### src/rtl/afd_pkg.sv
// Shared widths, register indexes, reset values and types of the fall detector.
`default_nettype none
package afd_pkg;

   localparam int ACCEL_W   = 16;
   localparam int GAIN_W    = 16;
   localparam int OFFSET_W  = 17;
   localparam int LEVEL_W   = 40;
   localparam int TIME_W    = 32;
   localparam int MAG_W     = 40;
   localparam int MODE_W    = 2;
   localparam int PROD_W    = ACCEL_W + GAIN_W + 1;
   localparam int SCALE_SH  = 8;
   localparam int SHIFT_W   = PROD_W - SCALE_SH;
   localparam int VSUM_W    = SHIFT_W + 1;
   localparam int VAL_W     = 24;
   localparam int SQ_W      = 2 * VAL_W;
   localparam int SUM_W     = SQ_W + 2;
   localparam int CSR_IDX_W = 4;
   localparam int CSR_DAT_W = 40;
   localparam int REQ_DAT_W = 3 * ACCEL_W + TIME_W;
   localparam int RSP_FLD_W = MODE_W + 3 + MAG_W;
   localparam int RSP_DAT_W = ((RSP_FLD_W + 7) / 8) * 8;

   localparam logic [TIME_W-1:0] FALL_WAIT_SECONDS   = TIME_W'(0);
   localparam logic [TIME_W-1:0] LYING_LIMIT_SECONDS = TIME_W'(10);

   localparam logic [CSR_IDX_W-1:0] REG_GAIN_X   = CSR_IDX_W'(0);
   localparam logic [CSR_IDX_W-1:0] REG_GAIN_Y   = CSR_IDX_W'(1);
   localparam logic [CSR_IDX_W-1:0] REG_GAIN_Z   = CSR_IDX_W'(2);
   localparam logic [CSR_IDX_W-1:0] REG_OFFSET_X = CSR_IDX_W'(3);
   localparam logic [CSR_IDX_W-1:0] REG_OFFSET_Y = CSR_IDX_W'(4);
   localparam logic [CSR_IDX_W-1:0] REG_OFFSET_Z = CSR_IDX_W'(5);
   localparam logic [CSR_IDX_W-1:0] REG_IMPACT   = CSR_IDX_W'(6);
   localparam logic [CSR_IDX_W-1:0] REG_RISE     = CSR_IDX_W'(7);

   localparam logic [GAIN_W-1:0]          GAIN_X_RST   = 16'd3098;
   localparam logic [GAIN_W-1:0]          GAIN_Y_RST   = 16'd3078;
   localparam logic [GAIN_W-1:0]          GAIN_Z_RST   = 16'd3039;
   localparam logic signed [OFFSET_W-1:0] OFFSET_X_RST = -17'sd2163;
   localparam logic signed [OFFSET_W-1:0] OFFSET_Y_RST = -17'sd655;
   localparam logic signed [OFFSET_W-1:0] OFFSET_Z_RST = 17'sd852;
   localparam logic [LEVEL_W-1:0]         IMPACT_RST   = 40'd79413945303;
   localparam logic [LEVEL_W-1:0]         RISE_RST     = 40'd9663676416;

   typedef struct packed {
      logic [MAG_W-1:0]  magnitude_sq;
      logic              lying_alarm;
      logic              stood_up;
      logic              impact_alert;
      logic [MODE_W-1:0] mode_now;
   } result_type;

endpackage
`default_nettype wire

### src/rtl/afd_lane.sv
// One axis lane: scale, offset, magnitude and square of a raw sample.
`default_nettype none
module afd_lane (
   input  logic                                  clock,
   input  logic                                  load,
   input  logic signed [afd_pkg::ACCEL_W-1:0]    raw,
   input  logic        [afd_pkg::GAIN_W-1:0]     gain,
   input  logic signed [afd_pkg::OFFSET_W-1:0]   offset,
   output logic        [afd_pkg::SQ_W-1:0]       square
);

   logic signed [afd_pkg::ACCEL_W-1:0] raw_ff, raw_in;
   logic signed [afd_pkg::PROD_W-1:0]  prod_ff, prod_in;
   logic signed [afd_pkg::SHIFT_W-1:0] shifted;
   logic signed [afd_pkg::VSUM_W-1:0]  value;
   logic        [afd_pkg::VSUM_W-1:0]  value_abs;
   logic        [afd_pkg::VAL_W-1:0]   abs_ff, abs_in;
   logic        [afd_pkg::SQ_W-1:0]    sq_ff, sq_in;

   assign raw_in    = load ? raw : raw_ff;
   assign prod_in   = raw_ff * $signed({1'b0, gain});
   assign shifted   = prod_ff[afd_pkg::PROD_W-1:afd_pkg::SCALE_SH];
   assign value     = $signed({shifted[afd_pkg::SHIFT_W-1], shifted})
                    + $signed({{(afd_pkg::VSUM_W-afd_pkg::OFFSET_W){offset[afd_pkg::OFFSET_W-1]}},
                               offset});
   assign value_abs = value[afd_pkg::VSUM_W-1] ? (~value + afd_pkg::VSUM_W'(1)) : value;
   assign abs_in    = value_abs[afd_pkg::VAL_W-1:0];
   assign sq_in     = afd_pkg::SQ_W'(abs_ff) * afd_pkg::SQ_W'(abs_ff);
   assign square    = sq_ff;

   always_ff @(posedge clock) begin
      raw_ff  <= raw_in;
      prod_ff <= prod_in;
      abs_ff  <= abs_in;
      sq_ff   <= sq_in;
   end

endmodule
`default_nettype wire

### config.mk
export PLATFORM = sky130hd
export DESIGN_NAME = afd_lane
export DESIGN_NICKNAME = d
export VERILOG_FILES = /design/src/rtl/afd_pkg.sv /design/src/rtl/afd_lane.sv
export SDC_FILE = /design/constraint.sdc
export NUM_CORES = 2
export LEC_CHECK = 0
export BUFFER_PORTS_ARGS = -buffer_cell sky130_fd_sc_hd__buf_2
export CORE_ASPECT_RATIO = 2
export CORE_UTILIZATION = 40
export DETAILED_ROUTE_END_ITERATION = 16
export PLACE_DENSITY = 0.52
export SYNTH_ARGS = -nofsm -noshare
export SYNTH_HDL_FRONTEND = slang
export SYNTH_SLANG_ARGS = --single-unit
### constraint.sdc
create_clock -name clock -period 8.4 [get_ports clock]
set_input_delay 0 -clock clock [delete_from_list [all_inputs] [get_ports clock]]
set_output_delay 0 -clock clock [all_outputs]
set_load 0.02 [all_outputs]
== Word-level counts from Yosys, hierarchy flattened ==
Cells that the tools add are included.

* Flip-flop bits (word level): 121
* Word-level logic and storage cells: 10
* Output and inout bits: 48
* Input port bits: 51

* $add $sub $neg: 2
* Bitwise operators: 1
* Multipliers: 2
* Multiplexer cells: 1

{| class="wikitable"
|+ Operators by type and width
! cell !! count
|-
| 24-bit by 24-bit multiplier with 48-bit output || 1
|-
| 16-bit by 17-bit multiplier with 33-bit output || 1
|-
| 25-bit by 17-bit adder with 26-bit output || 1
|-
| 24-bit by 2-bit adder with 24-bit output (second input constant) || 1
|-
| 24-bit 2-to-1 mux || 1
|-
| 24-bit inverter || 1
|}

== Depth between registers and ports, before layout ==
* Word-level depth: 4
* Depth in mapped cells: 27

== Worst setup path before layout ==
OpenSTA, ideal clock, no wires.

* Path type: register to register
* From: register abs_ff[18] in the netlist's numbering
* To: register sq_ff (netlist bit square[44])
* Required time: 8.273 ns
* Cell stages (with the launch flop): 27
* Library setup time: 0.127 ns
* Buffers on the path: 2
* Slack: 1.437 ns
* Arrival: 6.835 ns
* Path through: dfxtp_1 > clkbuf_1 > clkbuf_1 > nand2_1 > fa_1 > inv_1 > fa_1 > fa_1 > inv_1 > fa_1 > inv_1 > fa_1 > fa_1 > inv_1 > fa_1 > inv_1 > ha_1 > nand4_1 > or2_1 > or2_0 > o22ai_1 > o21ai_1 > a211o_1 > o31a_1 > nor2_1 > o41ai_1 > xnor2_1

* Longest elaborated chain between the ends: 1

{| class="wikitable"
|+ RTL lines
! item !! line !! source
|-
| start, declared || afd_lane.sv:17 || <nowiki>logic [afd_pkg::VAL_W-1:0] abs_ff, abs_in;</nowiki>
|-
| start signal, assigned || afd_lane.sv:34 || <nowiki>abs_ff <= abs_in;</nowiki>
|-
| 24-bit by 24-bit multiplier with 48-bit output || afd_lane.sv:28 || <nowiki>assign sq_in = afd_pkg::SQ_W'(abs_ff) * afd_pkg::SQ_W'(abs_ff);</nowiki>
|-
| net sq_in, one bit || afd_lane.sv:18 || <nowiki>logic [afd_pkg::SQ_W-1:0] sq_ff, sq_in;</nowiki>
|-
| end signal, assigned || afd_lane.sv:35 || <nowiki>sq_ff <= sq_in;</nowiki>
|-
| end, declared || afd_lane.sv:18 ||
|}

The timed path passes the listed nets, and every way through them passes these cells.
A chain may end at the register's enable or synchronous reset.

== Final worst setup path ==
* From: register abs_ff[5] in the netlist's numbering
* To: register sq_ff (netlist bit square[40])

The elaborated chain is that of the path after synthesis.

==> flow_metrics.tcl <==
set metrics [dict create \
    outcome "finished, final reports clean" \
    core_area_mm2 0.0710 \
    final_cells 4087 \
    initial_utilization_pct 40.6 \
    gr-max-usage-layer "met2" \
    ff_latch_area_mm2 0.00240 \
    portBuffers 97 \
    nFillCells 6989 \
    maxClockFrequency_ghz 0.126 \
    number_of_enable_flip_flop_cells_after_synthesis 16 \
    hp-class "primary input to flip-flop" \
    post-route-period-util_pct 94.5 \
    hold_path_depth 4 \
    grt_use_met3_pct 2.30 \
    synth.lib_cells_used.distinct 80 \
    yosys.area_share.simple_pct 12.7 \
    antenna_left 0 \
    crit_type "flip-flop to flip-flop" \
    met1_usage_pct 20.9 \
    muxShareOfSynthArea_pct 0.113 \
    wire_length_of_the_first_global_routing_pass_um 124000 \
    drcViolationCount 0 \
    synth_compound_area_share_pct 6.30 \
    grt_usage_pct 22.3 \
    synth-xor-area-share_pct 3.49 \
    slew_at_the_pin_with_the_worst_max_slew_slack_ns 0.793 \
    cp_max_fanout 17 \
    post-place-cells 4053 \
    cts_made_buffers 9 \
    synthArstFlopShare_pct 0 \
    syn-mean-instance-area_um2 9.26 \
    cts.sinks 112 \
    hold-path-endpoint "abs_ff[1]" \
    first_global_vias 23600 \
    grt_start_max_net_pins 26 \
    die-area_mm2 0.0731 \
    worst_ep_required_time_ns 8.72 \
    cts_tree "done" \
    clock_skew_ns 0.0184 \
    detailed_place_hpwl_um 66800 \
    max_h_tree_level 3 \
    grt_overflow 0 \
    detailedRoute.firstPassIterationCount 4 \
    post_drt_wl_per_cell_um 18.7 \
    yosysWarningCount 0 \
    relative_area_change_from_synthesis_to_final_layout_pct 6.93 \
    slowest_stage_delay_on_critical_path_ns 0.77 \
    post_synth_fa_ha_maj_area_fraction_pct 56.8 \
    numnets_final 4160 \
    post-route-min-period_ns 7.93 \
    mostFrequentLayoutCell "sky130_fd_sc_hd__inv_1" \
    timing.critical_path.slowest_stage_cell "sky130_fd_sc_hd__dfxtp_1" \
    maxCapViolCount 0 \
    die_h_um 381 \
    netlist_area_mm2 0.0288 \
    regToRegSetupSlack_ns 0.47 \
    reg2reg_from "abs_ff[5]" \
    finalSetupViolations 0 \
    placement_rows 138 \
    setup.worst_path.start_class "flip-flop" \
    critical_path.endpoint_type "flip-flop" \
    unrepaired_setup_endpoints_after_global_routing "false" \
    crit_top_cell "sky130_fd_sc_hd__fa_1" \
    detailroute.via_count 20300 \
    globalplace.congestion 0.885 \
    finalWirelength_um 76300 \
    clock_insertion_delay_worst_skew_ns 0.43 \
    synth_top_family_by_area "adder cells" \
    rr_endpoint "square[40]" \
    layout.core_utilization_pct 43.4 \
    fin_setup_tns_ns 0 \
    fraction_of_final_layout_cells_sized_beyond_drive_strength_1_pct 5.60 \
    final-hold-violation-count 0 \
    grtUsageMet2_pct 45.6 \
    cts.clk_slew.worst_paths_ns 0.09 \
    rr_worst_depth 26 \
    cts.root.buffer_cell "sky130_fd_sc_hd__clkbuf_16" \
    cts.path.max_buffers 2 \
    postSynthRegisterBits 112 \
    yosysSeqAreaShare_pct 8.34 \
    maxSlewHeadroom_pct 47.1 \
    grt_antenna_before_repair 1 \
    die_w_um 192 \
    post_cts.repair.setup_buffers 0 \
    multi_input_combinational_cell_area_mm2 0.0229 \
    num_io_pins 99 \
    first_iter_violations 620 \
    worstHoldStart "offset[1]" \
    layout_common_cells "sky130_fd_sc_hd__inv_1 (839), sky130_fd_sc_hd__fa_1 (616), sky130_fd_sc_hd__nand2_1 (326)" \
    netlist_instances 3110 \
    number_of_instances_resized_during_post_cts_repair 0 \
    critPathArrivalTime_ns 8.25 \
    synth_nets 4098 \
    synthFlopType "sky130_fd_sc_hd__dfxtp_1" \
    finalMaxSlewViolations 0 \
    post_drt_via_cell_ratio 4.97 \
    num_antenna_cells 0 \
]
==> kinds of logic (layout without fill, tap and decap cells) <==
group | count (synthesis) | in the layout
other | 1 | 1
muxes | 3 | 3
and+or+nand+nor | 744 | 744
adders and majority gates | 937 | 937
AOI/OAI and AO/OA | 263 | 263
xor gates and xnor gates | 113 | 113
buffers and inverters | 937 | 1004
DFF | 112 | 112
==> per-layer routing <==
layer / share of wire, % / vias up
li1: - / 9375
met1: 32 / 10300
met2: 60 / 407
met3: 2.5 / 183
met4: 5.5 / 2
met5: 0.014 / -
==> layout make-up <==
cell class	count	share of cell area, %
repair buffers	149	2.99
flip-flops and latches	112	7.80
clock inverters	7	0.297
multi-input cells	2061	74.3
inverters	839	10.2
well taps	910	3.70
clock buffers	9	0.731
==> stage by stage <==
step / worst slack, ns / hold slack, ns / area (µm²)
global route: 0.105 / 0.119 / 30800
detailed placement: 0.460 / 0.178 / 30300
finish: 0.466 / 0.0794 / 30800
CTS: 0.443 / 0.0508 / 30800
floorplan: 1.44 / 0.0989 / 28800
global placement: 0.522 / 0.177 / 30300
==> registers in the layout (all words and copies together), names as in the netlist <==
signal	cells
prod_ff	25
raw_ff	16
square	47
abs_ff	24
==> critical path, delay by kind of cell (launching register included) <==
family	cells	cell delay, ns
adders and majority gates	8	3.88
AOI/OAI and AO/OA	6	1.46
and+or+nand+nor	4	0.80
DFF	1	0.77
buffers and inverters	7	0.76
xor gates and xnor gates	1	0.14
==> repair_timing <==
action / in CTS / in global routing
hold buffers: 18 / 0
endpoints found under the hold margin: 33 / 0
setup endpoints to repair: 0 / 0
==> worst max path at each step <==
stage,startpoint,end,slack (ns),depth (start not counted)
finish,abs_ff[5],square[40],0.47,26
global placement,abs_ff[5],square[40],0.52,26
CTS,abs_ff[8],square[40],0.44,26
global route,abs_ff[5],square[40],0.10,26
detailed placement,abs_ff[5],square[40],0.46,26
floorplan,abs_ff[18],square[44],1.44,26
==> synth_stat cells (all sizes together) (9+ instances only) <==
cell type  instances  area (µm²)
nor2b             16         100
dfxtp             96        1920
clkbuf            92         345
nand3             19        95.1
o21bai             9        67.6
nor2              80         300
xnor2             80         701
a211oi            12         105
inv              839        3150
fa               616       12300
xor2              33         304
a21o              45         338
and2             215        1350
nand2            326        1220
ha               321        4020
nor3              15        86.3
o21a              10        75.1
edfxtp            16         480
o21ai             39         199
and3              11        73.8
a31oi             17         121
nand2b            24         150
nand4             18         113
a21oi             80         412
Power is left out: the tool's default activity adds up to more than one toggle a clock period on the data nets, which glitch-free logic cannot reach.
