[config.mk]
export PLATFORM = sky130hd
export DESIGN_NAME = afd_merge
export DESIGN_NICKNAME = d
export VERILOG_FILES = /design/src/rtl/afd_pkg.sv /design/src/rtl/afd_merge.sv
export SDC_FILE = /design/constraint.sdc
export NUM_CORES = 1
export LEC_CHECK = 0
export BUFFER_PORTS_ARGS = -buffer_cell sky130_fd_sc_hd__buf_2
export CAP_MARGIN = 10
export CORE_MARGIN = 2
export CORE_UTILIZATION = 55
export CTS_BUF_LIST = sky130_fd_sc_hd__clkbuf_8
export DETAILED_ROUTE_END_ITERATION = 8
export GPL_TIMING_DRIVEN = 0
export PLACE_DENSITY = 0.91
export SLEW_MARGIN = 20
export SYNTH_ARGS = -nofsm -noshare
export SYNTH_HDL_FRONTEND = slang
export SYNTH_SLANG_ARGS = --single-unit
[constraint.sdc]
create_clock -name clock -period 5.8 [get_ports clock]
set_input_delay 0.58 -clock clock [delete_from_list [all_inputs] [get_ports clock]]
set_output_delay 0.58 -clock clock [all_outputs]
set_load 0.1 [all_outputs]
[src/rtl/afd_pkg.sv]
// Shared widths, register indexes, reset values and types of the fall detector.
`default_nettype none
package afd_pkg;

   localparam int ACCEL_W   = 16;
   localparam int GAIN_W    = 16;
   localparam int OFFSET_W  = 17;
   localparam int LEVEL_W   = 40;
   localparam int TIME_W    = 32;
   localparam int MAG_W     = 40;
   localparam int MODE_W    = 2;
   localparam int PROD_W    = ACCEL_W + GAIN_W + 1;
   localparam int SCALE_SH  = 8;
   localparam int SHIFT_W   = PROD_W - SCALE_SH;
   localparam int VSUM_W    = SHIFT_W + 1;
   localparam int VAL_W     = 24;
   localparam int SQ_W      = 2 * VAL_W;
   localparam int SUM_W     = SQ_W + 2;
   localparam int CSR_IDX_W = 4;
   localparam int CSR_DAT_W = 40;
   localparam int REQ_DAT_W = 3 * ACCEL_W + TIME_W;
   localparam int RSP_FLD_W = MODE_W + 3 + MAG_W;
   localparam int RSP_DAT_W = ((RSP_FLD_W + 7) / 8) * 8;

   localparam logic [TIME_W-1:0] FALL_WAIT_SECONDS   = TIME_W'(0);
   localparam logic [TIME_W-1:0] LYING_LIMIT_SECONDS = TIME_W'(10);

   localparam logic [CSR_IDX_W-1:0] REG_GAIN_X   = CSR_IDX_W'(0);
   localparam logic [CSR_IDX_W-1:0] REG_GAIN_Y   = CSR_IDX_W'(1);
   localparam logic [CSR_IDX_W-1:0] REG_GAIN_Z   = CSR_IDX_W'(2);
   localparam logic [CSR_IDX_W-1:0] REG_OFFSET_X = CSR_IDX_W'(3);
   localparam logic [CSR_IDX_W-1:0] REG_OFFSET_Y = CSR_IDX_W'(4);
   localparam logic [CSR_IDX_W-1:0] REG_OFFSET_Z = CSR_IDX_W'(5);
   localparam logic [CSR_IDX_W-1:0] REG_IMPACT   = CSR_IDX_W'(6);
   localparam logic [CSR_IDX_W-1:0] REG_RISE     = CSR_IDX_W'(7);

   localparam logic [GAIN_W-1:0]          GAIN_X_RST   = 16'd3098;
   localparam logic [GAIN_W-1:0]          GAIN_Y_RST   = 16'd3078;
   localparam logic [GAIN_W-1:0]          GAIN_Z_RST   = 16'd3039;
   localparam logic signed [OFFSET_W-1:0] OFFSET_X_RST = -17'sd2163;
   localparam logic signed [OFFSET_W-1:0] OFFSET_Y_RST = -17'sd655;
   localparam logic signed [OFFSET_W-1:0] OFFSET_Z_RST = 17'sd852;
   localparam logic [LEVEL_W-1:0]         IMPACT_RST   = 40'd79413945303;
   localparam logic [LEVEL_W-1:0]         RISE_RST     = 40'd9663676416;

   typedef struct packed {
      logic [MAG_W-1:0]  magnitude_sq;
      logic              lying_alarm;
      logic              stood_up;
      logic              impact_alert;
      logic [MODE_W-1:0] mode_now;
   } result_type;

endpackage
`default_nettype wire

[src/rtl/afd_merge.sv]
// Lane merge: sum of squares, level compares and the fall state machine.
`default_nettype none
module afd_merge (
   input  logic                               clock,
   input  logic                               reset,
   input  logic                               step,
   input  logic [afd_pkg::SQ_W-1:0]           sq_x,
   input  logic [afd_pkg::SQ_W-1:0]           sq_y,
   input  logic [afd_pkg::SQ_W-1:0]           sq_z,
   input  logic [afd_pkg::TIME_W-1:0]         now_time,
   input  logic [afd_pkg::LEVEL_W-1:0]        impact_level,
   input  logic [afd_pkg::LEVEL_W-1:0]        rise_level,
   output afd_pkg::result_type                result
);

   typedef enum logic [afd_pkg::MODE_W-1:0] {
      MODE_NORMAL  = 2'd0,
      MODE_WAITING = 2'd1,
      MODE_FALLEN  = 2'd2,
      MODE_LYING   = 2'd3
   } mode_type;

   mode_type                         mode_ff, mode_in;
   logic [afd_pkg::TIME_W-1:0]       impact_time_ff, impact_time_in;
   logic [afd_pkg::SUM_W-1:0]        sum_ff, sum_in;
   logic [afd_pkg::TIME_W-1:0]       elapsed;
   logic                             over_impact, over_rise;
   logic                             impact, stood, alarm;

   assign sum_in      = afd_pkg::SUM_W'(sq_x) + afd_pkg::SUM_W'(sq_y) + afd_pkg::SUM_W'(sq_z);
   assign elapsed     = now_time - impact_time_ff;
   assign over_impact = sum_ff > afd_pkg::SUM_W'(impact_level);
   assign over_rise   = sum_ff > afd_pkg::SUM_W'(rise_level);

   always_comb begin
      mode_in        = mode_ff;
      impact_time_in = impact_time_ff;
      impact         = 1'b0;
      stood          = 1'b0;
      alarm          = 1'b0;
      case (mode_ff)
         MODE_NORMAL: begin
            if (over_impact) begin
               impact         = 1'b1;
               impact_time_in = now_time;
               mode_in        = MODE_WAITING;
            end
         end
         MODE_WAITING: begin
            if (elapsed > afd_pkg::FALL_WAIT_SECONDS) begin
               mode_in = MODE_FALLEN;
            end
         end
         MODE_FALLEN: begin
            if (over_rise) begin
               stood   = 1'b1;
               mode_in = MODE_NORMAL;
            end else if (elapsed > afd_pkg::LYING_LIMIT_SECONDS) begin
               alarm   = 1'b1;
               mode_in = MODE_LYING;
            end
         end
         default: begin
            mode_in = MODE_LYING;
         end
      endcase
   end

   always_comb begin
      result.mode_now     = mode_in;
      result.impact_alert = impact;
      result.stood_up     = stood;
      result.lying_alarm  = alarm;
      result.magnitude_sq = (sum_ff[afd_pkg::SUM_W-1:afd_pkg::MAG_W] != '0)
                          ? {afd_pkg::MAG_W{1'b1}} : sum_ff[afd_pkg::MAG_W-1:0];
   end

   always_ff @(posedge clock) begin
      sum_ff <= sum_in;
   end

   always_ff @(posedge clock) begin
      if (reset) begin
         mode_ff        <= MODE_NORMAL;
         impact_time_ff <= '0;
      end else if (step) begin
         mode_ff        <= mode_in;
         impact_time_ff <= impact_time_in;
      end
   end

`ifndef SYNTHESIS
   a_lying_holds : assert property (@(posedge clock) disable iff (reset)
      mode_ff == MODE_LYING |=> mode_ff == MODE_LYING)
      else $error("still lying state left without reset");
   a_impact_waits : assert property (@(posedge clock) disable iff (reset)
      step && result.impact_alert |=> mode_ff == MODE_WAITING && impact_time_ff == $past(now_time))
      else $error("impact did not enter waiting with its timestamp");
   a_state_holds : assert property (@(posedge clock) disable iff (reset)
      !step |=> $stable(mode_ff) && $stable(impact_time_ff))
      else $error("state changed without a step");
`endif

endmodule
`default_nettype wire

Word level (Yosys, flattened, before mapping). Cells that the tools add are included.

Add/subtract/negate cells: 3. Magnitude comparators: 4. Eq/ne operators: 2. Muxes and demuxes: 13. Reductions and logical operators: 3.

Operator list (count): $gt 50x40->1 (2); $add 49x48->50 (1); $add 48x48->49 (1); $mux 40 (1); $gt 32x1->1 const B (1); $gt 32x4->1 const B (1); $sub 32x32->32 (1); $reduce_bool 10->1 (1); $mux 2 (4); $mux 1 (7); $pmux 2 s3 (1); $reduce_and 3->1 (1); $eq 2x1->1 const B (1); $eq 2x2->1 const B (1); $logic_not 2->1 (1).

Flip-flop bits (word level): 84. Output and inout port bits: 45. Logic and storage cells: 28.

Longest topological paths before layout.
Word-level depth: 5. Gate-level depth with buffers: 16.

Worst setup path after synthesis. Ideal clock, no wire load.

Path kind: input -> output. From: in now_time[0] in the netlist's numbering. To: out result[0] in the netlist's numbering. Data arrival time: 3.942 ns. Data required time: 5.220 ns. Path slack: 1.278 ns. Stages on the path: 14. Path buffers: 0. Path through: inv_1 > ha_1 > inv_1 > fa_1 > a211oi_1 > o21ai_1 > and3_4 > or4b_4 > and2_4 > o311ai_2 > o2111a_1 > nand3_1 > o21a_1 > or3_1.

RTL lines: from (decl) (line afd_merge.sv:10) `input logic [afd_pkg::TIME_W-1:0] now_time,`; to (decl) (line afd_merge.sv:13) `output afd_pkg::result_type result`.

==> results.md <==
- Setup total negative slack on the finished layout was measured at 0 ps.
- The number of flops mapped to enable cells by yosys is 0.
- The chip height is 140 um.
- The number of buffers between clock root and the deepest sink is 2.
- The path class of the tightest hold or removal check is input port to register.
- For this run, design rule violations remaining after detail routing come to 0.
- The number of antenna violations at the first check in global routing is 6.
- The critical path ends at result[0].
- Post-CTS repair changed the size of 0 cells.
- The kind of launch point of the worst setup path is an input port.
- The arrival time of the worst setup path is 4330 ps.
- In this run, the number of DRC markers left after iteration 0 of detailed routing was 521.
- For the worst setup path, the data required time is 5220 ps.
- The ratio of total power to cell area is 260 mW/mm^2.
- The count of buffers added on input and output ports is 302.
- Counting flops and latches in the post-synthesis netlist gives 84.
- The count of TritonRoute iterations in the first routing pass is 5.
- The largest net degree at the start of global routing is 14.
- The number of cells on the worst reg-to-reg path is 13.
- The I/O pin count is 304.
- The post-placement cell count is 1752.
- The clock net in this run drives a total of 84 sinks.
- The initial utilization of the core area, before any placement, comes to 56.4%.
- For the worst-skew pair, the clock arrives at the later sink with an insertion delay of 380 ps.
- Excluding fillers, the count of instances in the completed layout stands at 1774.
- The total routing resource utilization after global routing is 29.5%.
- The number of placement rows is 49.
- In this run the cell area measured after placement is 0.0120 sq mm.
- Of all nets on the critical path, the largest fanout is 3.
- The detailed-route wire length per cell is 16.5 um.
- A synthesized cell averages 8.32 sq um.
- Synthesis instantiated 76 different standard cells from the library.
- The shortest period the worst path allows is 4910 ps.
- The sum of overflow across all layers after global routing is 0.
- In this run the tightest slew margin relative to its limit is 19.1%.
- Setup violations remaining at the end of the flow were counted as 0.
- Once routing completed, OpenROAD measured the worst setup slack at 893 ps.
- The die covers 0.0196 sq mm.
- The number of global-route vias before repair is 10062.
- IR analysis of the VDD net gives a maximum drop of 0.149 mV.
- Buffers added to address setup during post-CTS repair amount to 0.
- The most common library cell in the layout ignoring fill and taps is sky130_fd_sc_hd__buf_2.
- The post-place setup slack is 893 ps.
- Detailed placement finished with a half-perimeter wire length of 25.3 mm.
- The mapped netlist covers 0.0102 sq mm.
- The total count of hold-check failures in the final report is 0.
- At the pin with the least slew margin, the transition time is 1180 ps.
- The capturing point of the worst reg2reg path is mode_ff[0]$_SDFFE_PP0P_.
- The startpoint-to-endpoint class of the critical path is input port to output port.
- The sequential fraction of the synthesis area is 16.6%.
- The leakage power of the design is 6.09 nW.
- The net total in the final layout is 2001.
- Once detail routing completed, the nets flagged for antenna violations numbered 0.
- The number of max-slew violations in the final report is 0.
- The final cell area excluding filler cells is 0.0121 sq mm.
- The number of buffers added to fix hold violations after cts is 0.
- Routability-driven placement finished with a final weighted congestion of 0.964.
- Dividing the final minimum period by the clock period gives 84.6%.
- The fraction of registers with async set/reset is 0%.
- Dividing the detail-routed via count by the number of cells gives 5.67.
- The floorplan step defined a core boundary enclosing 0.0180 sq mm.
- The post-route netlist has 25.2% of its cells at a drive strength greater than 1.
- The clock-pin transition on the worst setup and hold timing paths is 100 ps.
- Clock skew on the completed layout was measured at 14.2 ps.
- TritonCTS built the clock tree.
- The highest clock rate is 0.204 GHz.
- Buffers inserted during clock tree synthesis total 9.
- In the layout the commonest cells are sky130_fd_sc_hd__buf_2, sky130_fd_sc_hd__ha_1, sky130_fd_sc_hd__inv_1.
- The root buffer selected by CTS is sky130_fd_sc_hd__clkbuf_8.
- Measured along the x axis, the die boundary spans 140 um.
- The commonest register cell after synthesis is sky130_fd_sc_hd__dfxtp_1.
- The kind of end point of the critical path is an output port.
- The sequential cell area is 0.00168 sq mm.
- The worst register-to-register path begins at impact_time_ff[0]$_SDFFE_PP0P_.
- The minimum setup slack among reg-to-reg paths is 2070 ps.
- The wire length of the first global-routing pass is 47.2 mm.
- The flow ran to the end, and the final reports show no timing, DRC or antenna violations.
- The area growth from synthesis to layout is 19.5%.
- The via total after detailed routing is 10061.
- Counting every net in the synthesized netlist gives 1688.
- The number of warnings issued by yosys is 0.
- Synthesis produced 1221 cells.
- Setup repair after global routing left no endpoint under its margin.
- The total length of routed wires is 29.3 mm.
- The multi-input combinational cells in the finished layout cover a total of 0.00778 sq mm.
- Max-cap violations in this run came to 0.
- After filler insertion, the fill cell instance count of the layout stands at 1500.
- The critical path starts at now_time[0].
- The H-tree generated during clock tree synthesis spans 3 levels.
## synthesized netlist by cell type, types with 8 or more instances
cell                       number  area (sq um)
sky130_fd_sc_hd__ha_1         158          1980
sky130_fd_sc_hd__inv_1        144           541
sky130_fd_sc_hd__a21oi_1       99           495
sky130_fd_sc_hd__nor2_1        91           342
sky130_fd_sc_hd__dfxtp_1       84          1680
sky130_fd_sc_hd__a21o_1        75           563
sky130_fd_sc_hd__fa_1          50          1000
sky130_fd_sc_hd__nand2_1       50           188
sky130_fd_sc_hd__or2_2         42           263
sky130_fd_sc_hd__o21ai_0       40           200
sky130_fd_sc_hd__xnor2_1       37           324
sky130_fd_sc_hd__mux2i_1       36           360
sky130_fd_sc_hd__nand4_1       27           169
sky130_fd_sc_hd__nand3_1       21           105
sky130_fd_sc_hd__xor2_1        20           175
sky130_fd_sc_hd__clkbuf_1      18          67.6
sky130_fd_sc_hd__o21a_1        17           128
sky130_fd_sc_hd__nor3_1        15          75.1
sky130_fd_sc_hd__nor2b_1       13          81.3
sky130_fd_sc_hd__a31oi_1       11          68.8
sky130_fd_sc_hd__nand2b_1      10          62.6
sky130_fd_sc_hd__o211ai_1      10          75.1
sky130_fd_sc_hd__a211oi_1       9          67.6
sky130_fd_sc_hd__and4_1         8          70.1
sky130_fd_sc_hd__nor3b_1        8          60.1
## kinds of logic (layout without fill, tap and decap cells)
kind of cell             after synthesis  after routing  synth area share (%)
AO/OA/AOI/OAI                        338            338                  22.1
XOR/XNOR                              57             57                  4.91
adder cells (fa/ha/maj)              208            208                  29.3
flip-flops                            84             84                  16.6
buffers and inverters                176            494                  6.82
other                                  0              6                     0
AND/OR/NAND/NOR                      320            320                  16.5
multiplexers                          38             38                  3.77
## critical path, cell delays in order
cell and delay, ps:
sky130_fd_sc_hd__buf_2 100, sky130_fd_sc_hd__inv_1 50, sky130_fd_sc_hd__ha_1 150, sky130_fd_sc_hd__inv_1 50, sky130_fd_sc_hd__fa_1 420, sky130_fd_sc_hd__a211oi_1 350, sky130_fd_sc_hd__o21ai_1 190, sky130_fd_sc_hd__and3_4 200
sky130_fd_sc_hd__or4b_4 550, sky130_fd_sc_hd__and2_4 170, sky130_fd_sc_hd__a311oi_1 250, sky130_fd_sc_hd__o2111a_1 250, sky130_fd_sc_hd__nand3_1 80, sky130_fd_sc_hd__o21a_1 250, sky130_fd_sc_hd__or3_1 380, sky130_fd_sc_hd__buf_2 310
## worst min-delay path by stage
stage	slack [ps]	cells past startpoint	from	endpoint
floorplan	460	2	impact_time_ff[10]$_SDFFE_PP0P_	impact_time_ff[10]$_SDFFE_PP0P_
global placement	470	2	impact_time_ff[16]$_SDFFE_PP0P_	impact_time_ff[16]$_SDFFE_PP0P_
detailed placement	480	2	impact_time_ff[26]$_SDFFE_PP0P_	impact_time_ff[26]$_SDFFE_PP0P_
CTS	430	3	now_time[17]	impact_time_ff[17]$_SDFFE_PP0P_
global route	460	3	now_time[22]	impact_time_ff[22]$_SDFFE_PP0P_
finish	440	3	now_time[17]	impact_time_ff[17]$_SDFFE_PP0P_
## routing by layer
layer  wire length, um  vias up  share of wire [%]  global-route usage (%)
met2             14600      369                 50                    53.2
met1             12200     4662                 42                    36.1
met5                 0        -                  0                       0
met3              1540       69                5.3                    3.49
met4               906        0                3.1                    10.8
li1                  -     4961                  -                       -
## through the flow
| step | utilization [%] | hold WS (ps) | total power, mW |
|---|---|---|---|
| 6_report | 67.4 | 444 | 3.16 |
| 5_1_grt | 67.4 | 460 | 3.43 |
| 4_1_cts | 67.3 | 432 | 3.13 |
| 3_5_place_dp | 66.3 | 479 | 2.73 |
| 3_3_place_gp | 66.3 | 472 | 2.66 |
| 2_1_floorplan | - | 460 | 2.20 |
## state kept, by name, summed over array words and instances, names as in the netlist
| register | count |
|---|---|
| impact_time_ff | 32 |
| mode_ff | 2 |
| sum_ff | 50 |
## cell type report
class                           instances  area share, %
Multi-Input combinational cell        961           64.1
Sequential cell                        84           13.8
Timing Repair Buffer                  302           12.4
Inverter                              144           4.45
Tap cell                              229           2.36
Buffer                                 32           1.26
Clock buffer                           10           1.13
Clock inverter                          6          0.268
Antenna cell                            6          0.124
## where the power goes
group / switching, mW / leakage (nW) / internal [mW]
clock: 0.232 / 0.0907 / 0.163
combinational: 0.997 / 5.30 / 0.830
sequential: 0.170 / 0.701 / 0.765
total: 1.40 / 6.09 / 1.76
Power figures use the tool's default switching activity.
